## src/ohlc_pkg.sv

```systemverilog
// Shared types, constants and timeframe tables for the multi-timeframe OHLC bar builder.
// Has no dependencies. Every other file refers to it by scoped names.
package ohlc_pkg;

   localparam int NUM_TIMEFRAMES = 8;
   localparam int TF_BITS        = 3;
   localparam int DATE_BITS      = 27;
   localparam int HOUR_BITS      = 5;
   localparam int MINUTE_BITS    = 6;
   localparam int BAR_MIN_BITS   = 11;
   localparam int QTY_BITS       = 16;
   localparam int PERIOD_BITS    = 7;
   localparam int RECIP_BITS     = 13;
   localparam int RECIP_SHIFT    = 12;

   // Hour that wraps to midnight on the hourly timeframes.
   localparam logic [HOUR_BITS-1:0] HOUR_WRAP = 5'd24;

   // Timeframe indexes.
   localparam logic [TF_BITS-1:0] TF_1_MIN   = 3'd0;
   localparam logic [TF_BITS-1:0] TF_3_MIN   = 3'd1;
   localparam logic [TF_BITS-1:0] TF_5_MIN   = 3'd2;
   localparam logic [TF_BITS-1:0] TF_10_MIN  = 3'd3;
   localparam logic [TF_BITS-1:0] TF_15_MIN  = 3'd4;
   localparam logic [TF_BITS-1:0] TF_20_MIN  = 3'd5;
   localparam logic [TF_BITS-1:0] TF_60_MIN  = 3'd6;
   localparam logic [TF_BITS-1:0] TF_120_MIN = 3'd7;

   localparam logic [TF_BITS-1:0] TF_LAST = TF_BITS'(NUM_TIMEFRAMES - 1);

   typedef enum logic [1:0] {
      DIR_NEW  = 2'd0,
      DIR_UP   = 2'd1,
      DIR_DOWN = 2'd2,
      DIR_FLAT = 2'd3
   } dir_type;

   typedef struct packed {
      logic [DATE_BITS-1:0]    date;
      logic [BAR_MIN_BITS-1:0] minute;
   } key_type;

   function automatic logic [PERIOD_BITS-1:0] tf_period(input logic [TF_BITS-1:0] idx);
      logic [PERIOD_BITS-1:0] p;
      unique case (idx)
         TF_1_MIN:   p = 7'd1;
         TF_3_MIN:   p = 7'd3;
         TF_5_MIN:   p = 7'd5;
         TF_10_MIN:  p = 7'd10;
         TF_15_MIN:  p = 7'd15;
         TF_20_MIN:  p = 7'd20;
         TF_60_MIN:  p = 7'd60;
         TF_120_MIN: p = 7'd120;
      endcase
      return p;
   endfunction

   // ceil(2^12 / period), 0 if hourly; exact floor division for every 6-bit minute.
   function automatic logic [RECIP_BITS-1:0] tf_recip(input logic [TF_BITS-1:0] idx);
      logic [RECIP_BITS-1:0] r;
      unique case (idx)
         TF_1_MIN:   r = 13'd4096;
         TF_3_MIN:   r = 13'd1366;
         TF_5_MIN:   r = 13'd820;
         TF_10_MIN:  r = 13'd410;
         TF_15_MIN:  r = 13'd274;
         TF_20_MIN:  r = 13'd205;
         TF_60_MIN:  r = 13'd0;
         TF_120_MIN: r = 13'd0;
      endcase
      return r;
   endfunction

   function automatic logic tf_is_hourly(input logic [TF_BITS-1:0] idx);
      return (idx == TF_60_MIN) || (idx == TF_120_MIN);
   endfunction

endpackage

```

## src/ohlc_start.sv

```systemverilog
// Bar start unit: works out the start minute of the bar that a tick falls in.
// Two steps: quotient and hour base are registered, then start = base + quotient * period.
// Depends on ohlc_pkg.
module ohlc_start (
   input  logic                              clock,
   input  logic                              load,
   input  logic [ohlc_pkg::TF_BITS-1:0]      tf_index,
   input  logic [ohlc_pkg::HOUR_BITS-1:0]    hour,
   input  logic [ohlc_pkg::MINUTE_BITS-1:0]  minute,
   output logic [ohlc_pkg::BAR_MIN_BITS-1:0] start
);

   localparam int PROD_BITS = ohlc_pkg::MINUTE_BITS + ohlc_pkg::RECIP_BITS;
   localparam int SPAN_BITS = ohlc_pkg::MINUTE_BITS + ohlc_pkg::PERIOD_BITS;

   logic [ohlc_pkg::HOUR_BITS-1:0]    hour_adj;
   logic [PROD_BITS-1:0]              prod;
   logic [ohlc_pkg::MINUTE_BITS-1:0]  quot_in, quot_ff;
   logic [ohlc_pkg::BAR_MIN_BITS-1:0] base_in, base_ff;
   logic [SPAN_BITS-1:0]              span;
   logic [ohlc_pkg::BAR_MIN_BITS:0]   sum;

   always_comb begin
      hour_adj = hour;
      // The two-hour bar starts on an even hour.
      if (tf_index == ohlc_pkg::TF_120_MIN) begin
         hour_adj = hour & ~ohlc_pkg::HOUR_BITS'(1);
      end
      if (ohlc_pkg::tf_is_hourly(tf_index) && (hour_adj == ohlc_pkg::HOUR_WRAP)) begin
         hour_adj = '0;
      end
      // hour * 60 as a shift and subtract
      base_in = (ohlc_pkg::BAR_MIN_BITS'(hour_adj) << 6)
              - (ohlc_pkg::BAR_MIN_BITS'(hour_adj) << 2);
      prod    = PROD_BITS'(minute) * PROD_BITS'(ohlc_pkg::tf_recip(tf_index));
      quot_in = ohlc_pkg::tf_is_hourly(tf_index) ? '0
              : prod[ohlc_pkg::RECIP_SHIFT +: ohlc_pkg::MINUTE_BITS];
   end

   always_ff @(posedge clock) begin
      if (load) begin
         quot_ff <= quot_in;
         base_ff <= base_in;
      end
   end

   assign span  = SPAN_BITS'(quot_ff) * SPAN_BITS'(ohlc_pkg::tf_period(tf_index));
   assign sum   = {1'b0, base_ff} + (ohlc_pkg::BAR_MIN_BITS + 1)'(span);
   assign start = sum[ohlc_pkg::BAR_MIN_BITS-1:0];

endmodule

```

## src/ohlc_update.sv

```systemverilog
// Shared bar update unit: opens a new bar or folds a tick into the current one.
// Pure logic, used once per timeframe by the sequencer. Depends on ohlc_pkg.
module ohlc_update #(
   parameter int PRICE_BITS  = 48,
   parameter int VOLUME_BITS = 32
) (
   input  logic                           bar_valid,
   input  ohlc_pkg::key_type              cur_key,
   input  ohlc_pkg::key_type              prev_key,
   input  ohlc_pkg::key_type              tick_key,
   input  logic [PRICE_BITS-1:0]          price,
   input  logic [ohlc_pkg::QTY_BITS-1:0]  quantity,
   input  logic [PRICE_BITS-1:0]          bar_open,
   input  logic [PRICE_BITS-1:0]          bar_high,
   input  logic [PRICE_BITS-1:0]          bar_low,
   input  logic [VOLUME_BITS-1:0]         bar_volume,
   output ohlc_pkg::key_type              prev_key_in,
   output logic [PRICE_BITS-1:0]          open_in,
   output logic [PRICE_BITS-1:0]          high_in,
   output logic [PRICE_BITS-1:0]          low_in,
   output logic [VOLUME_BITS-1:0]         volume_in,
   output ohlc_pkg::dir_type              dir_in
);

   logic                 new_bar;
   logic [VOLUME_BITS:0] vol_sum;

   assign new_bar = !bar_valid || (cur_key != tick_key);
   assign vol_sum = {1'b0, bar_volume} + (VOLUME_BITS + 1)'(quantity);

   always_comb begin
      if (new_bar) begin
         // The key being replaced becomes the previous bar; none before the first bar.
         prev_key_in = bar_valid ? cur_key : '0;
         open_in     = price;
         high_in     = price;
         low_in      = price;
         volume_in   = VOLUME_BITS'(quantity);
         dir_in      = ohlc_pkg::DIR_NEW;
      end else begin
         prev_key_in = prev_key;
         open_in     = bar_open;
         high_in     = (price > bar_high) ? price : bar_high;
         low_in      = (price < bar_low) ? price : bar_low;
         volume_in   = vol_sum[VOLUME_BITS] ? '1 : vol_sum[VOLUME_BITS-1:0];
         if (price > bar_open) begin
            dir_in = ohlc_pkg::DIR_UP;
         end else if (price < bar_open) begin
            dir_in = ohlc_pkg::DIR_DOWN;
         end else begin
            dir_in = ohlc_pkg::DIR_FLAT;
         end
      end
   end

endmodule

```

## src/multi_timeframe_ohlc_bar_builder.sv

```systemverilog
// Channel   Direction  Handshake          Beat
// req_      in         req_valid/stall    one trade tick
// rsp_      out        rsp_valid/stall    one bar record, eight per tick
//
// A tick is taken only while the block is idle. Each timeframe then goes through
// the quotient step of the bar start unit, the bar update and the output
// register, in that order; a stalled record holds in the output register until
// rsp_stall falls. Reset is synchronous and clears all bars.
//
// Top level of the OHLC bar builder: tick register, sequencer, per-timeframe bar
// state and output register. Depends on ohlc_pkg, ohlc_start and ohlc_update.
module multi_timeframe_ohlc_bar_builder #(
   parameter int PRICE_BITS  = 48,
   parameter int VOLUME_BITS = 32
) (
   input  logic                              clock,
   input  logic                              reset,
   input  logic                              req_valid,
   output logic                              req_stall,
   input  logic [ohlc_pkg::DATE_BITS-1:0]    req_date_code,
   input  logic [ohlc_pkg::HOUR_BITS-1:0]    req_hour,
   input  logic [ohlc_pkg::MINUTE_BITS-1:0]  req_minute,
   input  logic [PRICE_BITS-1:0]             req_price,
   input  logic [ohlc_pkg::QTY_BITS-1:0]     req_quantity,
   output logic                              rsp_valid,
   input  logic                              rsp_stall,
   output logic [ohlc_pkg::TF_BITS-1:0]      rsp_timeframe,
   output logic [ohlc_pkg::DATE_BITS-1:0]    rsp_bar_date,
   output logic [ohlc_pkg::BAR_MIN_BITS-1:0] rsp_bar_minute,
   output logic [ohlc_pkg::DATE_BITS-1:0]    rsp_prev_date,
   output logic [ohlc_pkg::BAR_MIN_BITS-1:0] rsp_prev_minute,
   output logic [PRICE_BITS-1:0]             rsp_open_price,
   output logic [PRICE_BITS-1:0]             rsp_high_price,
   output logic [PRICE_BITS-1:0]             rsp_low_price,
   output logic [PRICE_BITS-1:0]             rsp_close_price,
   output logic [VOLUME_BITS-1:0]            rsp_volume,
   output logic [1:0]                        rsp_direction,
   output logic                              rsp_last
);

   typedef enum logic [3:0] {
      ST_IDLE = 4'b0001,
      ST_QUOT = 4'b0010,
      ST_UPD  = 4'b0100,
      ST_OUT  = 4'b1000
   } seq_state_type;

   seq_state_type                     state_ff, state_in;
   logic [ohlc_pkg::TF_BITS-1:0]      idx_ff, idx_in;
   logic                              rsp_valid_ff, rsp_valid_in;

   // Tick held for the whole sweep over the timeframes.
   logic [ohlc_pkg::DATE_BITS-1:0]    tick_date_ff;
   logic [ohlc_pkg::HOUR_BITS-1:0]    tick_hour_ff;
   logic [ohlc_pkg::MINUTE_BITS-1:0]  tick_minute_ff;
   logic [PRICE_BITS-1:0]             tick_price_ff;
   logic [ohlc_pkg::QTY_BITS-1:0]     tick_qty_ff;

   // Per-timeframe bar state.
   logic [ohlc_pkg::NUM_TIMEFRAMES-1:0] valid_ff;
   ohlc_pkg::key_type                 cur_key_ff  [ohlc_pkg::NUM_TIMEFRAMES];
   ohlc_pkg::key_type                 prev_key_ff [ohlc_pkg::NUM_TIMEFRAMES];
   logic [PRICE_BITS-1:0]             open_ff     [ohlc_pkg::NUM_TIMEFRAMES];
   logic [PRICE_BITS-1:0]             high_ff     [ohlc_pkg::NUM_TIMEFRAMES];
   logic [PRICE_BITS-1:0]             low_ff      [ohlc_pkg::NUM_TIMEFRAMES];
   logic [VOLUME_BITS-1:0]            volume_ff   [ohlc_pkg::NUM_TIMEFRAMES];

   // Output register.
   logic [ohlc_pkg::TF_BITS-1:0]      rsp_tf_ff;
   ohlc_pkg::key_type                 rsp_key_ff;
   ohlc_pkg::key_type                 rsp_prev_ff;
   logic [PRICE_BITS-1:0]             rsp_open_ff;
   logic [PRICE_BITS-1:0]             rsp_high_ff;
   logic [PRICE_BITS-1:0]             rsp_low_ff;
   logic [PRICE_BITS-1:0]             rsp_close_ff;
   logic [VOLUME_BITS-1:0]            rsp_volume_ff;
   ohlc_pkg::dir_type                 rsp_dir_ff;
   logic                              rsp_last_ff;

   logic                              req_take;
   logic                              start_load;
   logic [ohlc_pkg::BAR_MIN_BITS-1:0] start;
   ohlc_pkg::key_type                 tick_key;
   ohlc_pkg::key_type                 prev_key_in;
   logic [PRICE_BITS-1:0]             open_in;
   logic [PRICE_BITS-1:0]             high_in;
   logic [PRICE_BITS-1:0]             low_in;
   logic [VOLUME_BITS-1:0]            volume_in;
   ohlc_pkg::dir_type                 dir_in;

   assign req_stall  = (state_ff != ST_IDLE);
   assign req_take   = req_valid && !req_stall;
   assign start_load = (state_ff == ST_QUOT);

   ohlc_start u_start (
      .clock    (clock),
      .load     (start_load),
      .tf_index (idx_ff),
      .hour     (tick_hour_ff),
      .minute   (tick_minute_ff),
      .start    (start)
   );

   assign tick_key.date   = tick_date_ff;
   assign tick_key.minute = start;

   ohlc_update #(
      .PRICE_BITS  (PRICE_BITS),
      .VOLUME_BITS (VOLUME_BITS)
   ) u_update (
      .bar_valid   (valid_ff[idx_ff]),
      .cur_key     (cur_key_ff[idx_ff]),
      .prev_key    (prev_key_ff[idx_ff]),
      .tick_key    (tick_key),
      .price       (tick_price_ff),
      .quantity    (tick_qty_ff),
      .bar_open    (open_ff[idx_ff]),
      .bar_high    (high_ff[idx_ff]),
      .bar_low     (low_ff[idx_ff]),
      .bar_volume  (volume_ff[idx_ff]),
      .prev_key_in (prev_key_in),
      .open_in     (open_in),
      .high_in     (high_in),
      .low_in      (low_in),
      .volume_in   (volume_in),
      .dir_in      (dir_in)
   );

   always_comb begin
      state_in     = state_ff;
      idx_in       = idx_ff;
      rsp_valid_in = rsp_valid_ff;
      unique case (state_ff)
         ST_IDLE: begin
            if (req_take) begin
               idx_in   = '0;
               state_in = ST_QUOT;
            end
         end
         ST_QUOT: begin
            state_in = ST_UPD;
         end
         ST_UPD: begin
            rsp_valid_in = 1'b1;
            state_in     = ST_OUT;
         end
         ST_OUT: begin
            if (!rsp_stall) begin
               rsp_valid_in = 1'b0;
               if (rsp_last_ff) begin
                  state_in = ST_IDLE;
               end else begin
                  idx_in   = idx_ff + 1'b1;
                  state_in = ST_QUOT;
               end
            end
         end
         default: begin
            state_in     = ST_IDLE;
            rsp_valid_in = 1'b0;
         end
      endcase
   end

   always_ff @(posedge clock) begin
      if (reset) begin
         state_ff     <= ST_IDLE;
         idx_ff       <= '0;
         rsp_valid_ff <= 1'b0;
         valid_ff     <= '0;
      end else begin
         state_ff     <= state_in;
         idx_ff       <= idx_in;
         rsp_valid_ff <= rsp_valid_in;
         if (state_ff == ST_UPD) begin
            valid_ff[idx_ff] <= 1'b1;
         end
      end
   end

   always_ff @(posedge clock) begin
      if (req_take) begin
         tick_date_ff   <= req_date_code;
         tick_hour_ff   <= req_hour;
         tick_minute_ff <= req_minute;
         tick_price_ff  <= req_price;
         tick_qty_ff    <= req_quantity;
      end
      if (state_ff == ST_UPD) begin
         cur_key_ff[idx_ff]  <= tick_key;
         prev_key_ff[idx_ff] <= prev_key_in;
         open_ff[idx_ff]     <= open_in;
         high_ff[idx_ff]     <= high_in;
         low_ff[idx_ff]      <= low_in;
         volume_ff[idx_ff]   <= volume_in;

         rsp_tf_ff     <= idx_ff;
         rsp_key_ff    <= tick_key;
         rsp_prev_ff   <= prev_key_in;
         rsp_open_ff   <= open_in;
         rsp_high_ff   <= high_in;
         rsp_low_ff    <= low_in;
         rsp_close_ff  <= tick_price_ff;
         rsp_volume_ff <= volume_in;
         rsp_dir_ff    <= dir_in;
         rsp_last_ff   <= (idx_ff == ohlc_pkg::TF_LAST);
      end
   end

   assign rsp_valid       = rsp_valid_ff;
   assign rsp_timeframe   = rsp_tf_ff;
   assign rsp_bar_date    = rsp_key_ff.date;
   assign rsp_bar_minute  = rsp_key_ff.minute;
   assign rsp_prev_date   = rsp_prev_ff.date;
   assign rsp_prev_minute = rsp_prev_ff.minute;
   assign rsp_open_price  = rsp_open_ff;
   assign rsp_high_price  = rsp_high_ff;
   assign rsp_low_price   = rsp_low_ff;
   assign rsp_close_price = rsp_close_ff;
   assign rsp_volume      = rsp_volume_ff;
   assign rsp_direction   = rsp_dir_ff;
   assign rsp_last        = rsp_last_ff;

endmodule

```

## config.mk

```make
export PLATFORM = sky130hd
export DESIGN_NAME = multi_timeframe_ohlc_bar_builder
export DESIGN_NICKNAME = d
export VERILOG_FILES = /design/src/ohlc_pkg.sv /design/src/ohlc_start.sv /design/src/ohlc_update.sv /design/src/multi_timeframe_ohlc_bar_builder.sv
export SDC_FILE = /design/constraint.sdc
export NUM_CORES = 2
export LEC_CHECK = 0
export ABC_CLOCK_PERIOD_IN_PS = 30200
export BUFFER_PORTS_ARGS = -buffer_cell sky130_fd_sc_hd__buf_2
export CELL_PAD_IN_SITES_DETAIL_PLACEMENT = 1
export CELL_PAD_IN_SITES_GLOBAL_PLACEMENT = 2
export CORE_ASPECT_RATIO = 0.75
export CORE_MARGIN = 2
export CORE_UTILIZATION = 35
export CTS_CLUSTER_DIAMETER = 60
export CTS_CLUSTER_SIZE = 25
export DETAILED_ROUTE_END_ITERATION = 10
export HOLD_SLACK_MARGIN = 0.15
export PLACE_DENSITY = 0.64
export SLEW_MARGIN = 25
export SYNTH_ARGS = -nofsm -noshare
export SYNTH_HDL_FRONTEND = slang
export SYNTH_SLANG_ARGS = --single-unit
```

## constraint.sdc

```tcl
create_clock -name clock -period 30.2 [get_ports clock]
set_input_delay 6.04 -clock clock [delete_from_list [all_inputs] [get_ports clock]]
set_output_delay 6.04 -clock clock [all_outputs]
set_load 0.1 [all_outputs]
```

==> impl_metrics.csv <==
group,metric,value,unit
placement,place_area,0.107,mm²
cells_and_area,fillers,27206,
critical_path,cpLargestDelayFamily,"buffers and inverters",
clocking,cts_tree,"yes",
power_and_ir_drop,cellInternalPower,4.94,mW
critical_path,crit_chain,"buf_12 -> buf_4 -> buf_4 -> buf_4 -> mux4_2 -> mux2i_1 -> ha_1 -> nand4_1 -> nor4_2 -> nand3_1 -> or4_1 -> a21oi_4 -> buf_4 -> mux2i_1",
cells_and_area,fin_area,0.112,mm²
critical_path,required,30780,ps
critical_path,start_kind,"flip-flop",
route,vias_per_cell,5.26,
route,drt-pass1-iter-count,5,
grt,grt_pass1_vias,51846,
yosys,async_reset_ff_frac,0,
sta,slew_viol_final,0,
yosys,synth_edf_count,2439,
cells_and_area,area_delta_synth_final,12.8,%
grt,grt_pass1_wl,393000,µm
yosys,ys_seq_area_frac,0.742,
floorplan,start_util,0.352,
grt,antenna_found_initial,31,
critical_path,endpoint,"high_ff[6][29]",
critical_path,cp-end-kind,"flip-flop",
floorplan,rows,169,
power_and_ir_drop,clock_power_share,0.384,
critical_path,critPathMostFrequentCell,"buf_4",
sta,max_slew_margin,0.198,
clocking,clockBufferDepth,4,
critical_path,r2r_slack,21880,ps
run_status,status,"completed",
route,vias,49057,
critical_path,cp_max_fo,76,
critical_path,reg2regPathDepth,14,
yosys,synth.distinct_cells,67,
floorplan,die_area,0.289,mm²
critical_path,worst-path-buf-inv,5,
critical_path,cpPeakStageDelay,900,ps
yosys,ys_ff_latch,2473,
grt,grt_usage,0.190,
grt,grt_max_degree,108,
cells_and_area,drive_gt1_frac,0.241,
yosys,ys.flop_type,"edfxtp_1",
cells_and_area,nets,5814,
critical_path,worstPathArrival,8900,ps
clocking,cts_setup_buffers,0,
sta,worst_pin_slew,1190,ps
floorplan,core-area,0.283,mm²
power_and_ir_drop,power.density,57.0,mW/mm²
floorplan,die_width,620,µm
sta,finalCritPeriodShare,0.275,
route,ant_nets,0,
route,wl,276000,µm
sta,rsz0062_at_grt,"no",
flow_run,cap_violations,0,
clocking,clkTransAtPathRegs,90,ps
critical_path,reg2reg_to,"high_ff[6][29]",
power_and_ir_drop,p_comb_frac,0.022,
sta,tns,0,ps
route,drtIter0Drc,4409,
clocking,cts-buffers-inserted,169,
clocking,clock_sinks,2473,
yosys,synth-warning-count,0,
power_and_ir_drop,p_seq_frac,0.594,
route,drc,0,
clocking,cts_hold_buf,0,
sta,period_minus_slack,8320,ps
power_and_ir_drop,p_leak,35.5,nW
route,wire_per_inst,29.6,µm
floorplan,ioPinCount,414,
placement,place_congestion,0.768,
placement,io_buffers,413,
grt,gr-total-overflow,0,
critical_path,slowest_stage,"dfxtp_4",
power_and_ir_drop,p_switching,1.47,mW
power_and_ir_drop,power,6.41,mW
yosys,syn_inst,4933,
yosys,synth_fp_nets,5315,
sta,max_freq,120,MHz
sta,setup_viol,0,
clocking,htree_levels,4,
clocking,cts_root_buf,"clkbuf_16",
yosys,syn_avg_cell_area,20.2,µm²
clocking,cts-resized-gates,0,
critical_path,crit_type,"reg2reg",
sta,final.setup_skew,109,ps
placement,dp.final_hpwl,168000,µm
floorplan,die_height,466,µm
power_and_ir_drop,peakVddDrop,0.0000444,V
yosys,syn_area,0.0996,mm²
hold_path,hold_path_class,"reg2reg",
critical_path,cp.depth,14,
sta,finalHoldViolCount,0,
power_and_ir_drop,swShare,0.229,
clocking,clkLatencyLatePin,900,ps
[cells in the mapped netlist (59+ instances only)]
library cell  instances  area [µm²]
mux4_2              468       10500
fa_1                 64        1280
nor2_1               77         289
xnor2_1              59         517
inv_1               147         552
and2_1               61         382
ha_1                212        2650
edfxtp_1           2439       73200
nand2_1             156         586
a21oi_1              80         400
clkbuf_1             89         334
mux2i_1             376        3760
o21ai_0             135         676
[routing by layer]
layer / track usage / up-vias / part of all wire
met4: 0.0357 / 2 / 0.019
met1: 0.280 / 26619 / 0.46
met3: 0.0337 / 259 / 0.057
li1: - / 21001 / -
met5: 0 / - / 0.000047
met2: 0.297 / 1176 / 0.46
[power by group through the flow]
stage	sequential, mW	clock (mW)	combinational [mW]
finish	3.81	2.46	0.144
global placement	3.88	0	0.140
CTS	3.81	2.53	0.146
global route	3.81	2.63	0.161
detailed placement	3.88	0	0.145
floorplan	3.88	0	0.0761
[worst reg2reg max path, delay by kind of cell (launching register included)]
family                   cells  cell delay (ps)
AO/OA/AOI/OAI                1              160
flip-flops                   1              900
buffers and inverters        5             3510
AND/OR/NAND/NOR              4             1780
multiplexers                 3             1520
adder cells (fa/ha/maj)      1              190
[flip-flops by register name (all words and copies together), names as in the netlist, 256 cells and up, named ones only]
name         cells
cur_key_ff     304
high_ff        384
low_ff         384
open_ff        384
prev_key_ff    304
volume_ff      256
[worst min-delay path by stage]
stage / start / slack (ps) / to / cells after the start
finish: valid_ff[6] / 470 / valid_ff[6] / 2
global route: valid_ff[7] / 510 / valid_ff[7] / 2
CTS: valid_ff[4] / 480 / valid_ff[4] / 2
detailed placement: valid_ff[4] / 460 / valid_ff[4] / 2
global placement: valid_ff[6] / 450 / valid_ff[6] / 2
floorplan: valid_ff[6] / 440 / valid_ff[6] / 2
[cell type report]
class                   instances  area [µm²]  share of cell area
clock inverters               117        1380              0.0123
diodes                          6        15.0            0.000134
inverters                     147         559             0.00498
well taps                    3762        4710              0.0419
flip-flops and latches       2473       73900               0.658
clock buffers                 177        4320              0.0385
multi-input cells            2118       24400               0.217
repair buffers                523        3040              0.0271
[through the flow]
stage          cells  utilization  hold WS [ps]  setup slack, ps
2_1_floorplan   4933            -           440             4250
3_3_place_gp    9022        0.377           451            21620
3_5_place_dp    9023        0.377           464            21710
4_1_cts         9317        0.397           479            21700
5_1_grt         9319        0.397           508            21240
6_report        9323        0.397           474            21880
[layout by cell type (no fill, tap or decap), types with 10 or more instances in the layout]
master / n
or3_1: 39
clkbuf_16: 172
buf_4: 98
xor2_1: 20
dfxtp_1: 31
a21o_1: 52
inv_1: 146
nand3_1: 23
clkinv_8: 20
edfxtp_1: 2439
mux4_2: 468
mux2i_1: 376
inv_16: 13
o21ai_0: 117
inv_8: 16
buf_2: 413
xnor2_1: 57
a21oi_1: 79
ha_1: 212
mux2_2: 34
o21a_1: 11
clkinv_4: 11
nor2b_1: 18
buf_12: 12
nand2_1: 156
nand4_1: 39
inv_6: 20
nor2_1: 73
a31oi_1: 10
o21ai_1: 18
a22oi_1: 24
nor4_1: 13
nand2b_1: 15
fa_1: 64
and2_1: 61
nor3_1: 17
[cells by family (layout without fill, tap and decap cells)]
logic type	after synthesis	in the layout	synth area share
XOR/XNOR	81	81	0.00740
buffers and inverters	342	964	0.0142
AO/OA/AOI/OAI	376	376	0.0233
multiplexers	878	878	0.147
other	0	6	0
flip-flops	2473	2473	0.742
AND/OR/NAND/NOR	507	507	0.0260
adder cells (fa/ha/maj)	276	276	0.0395
(Power assumes the default switching activity.)
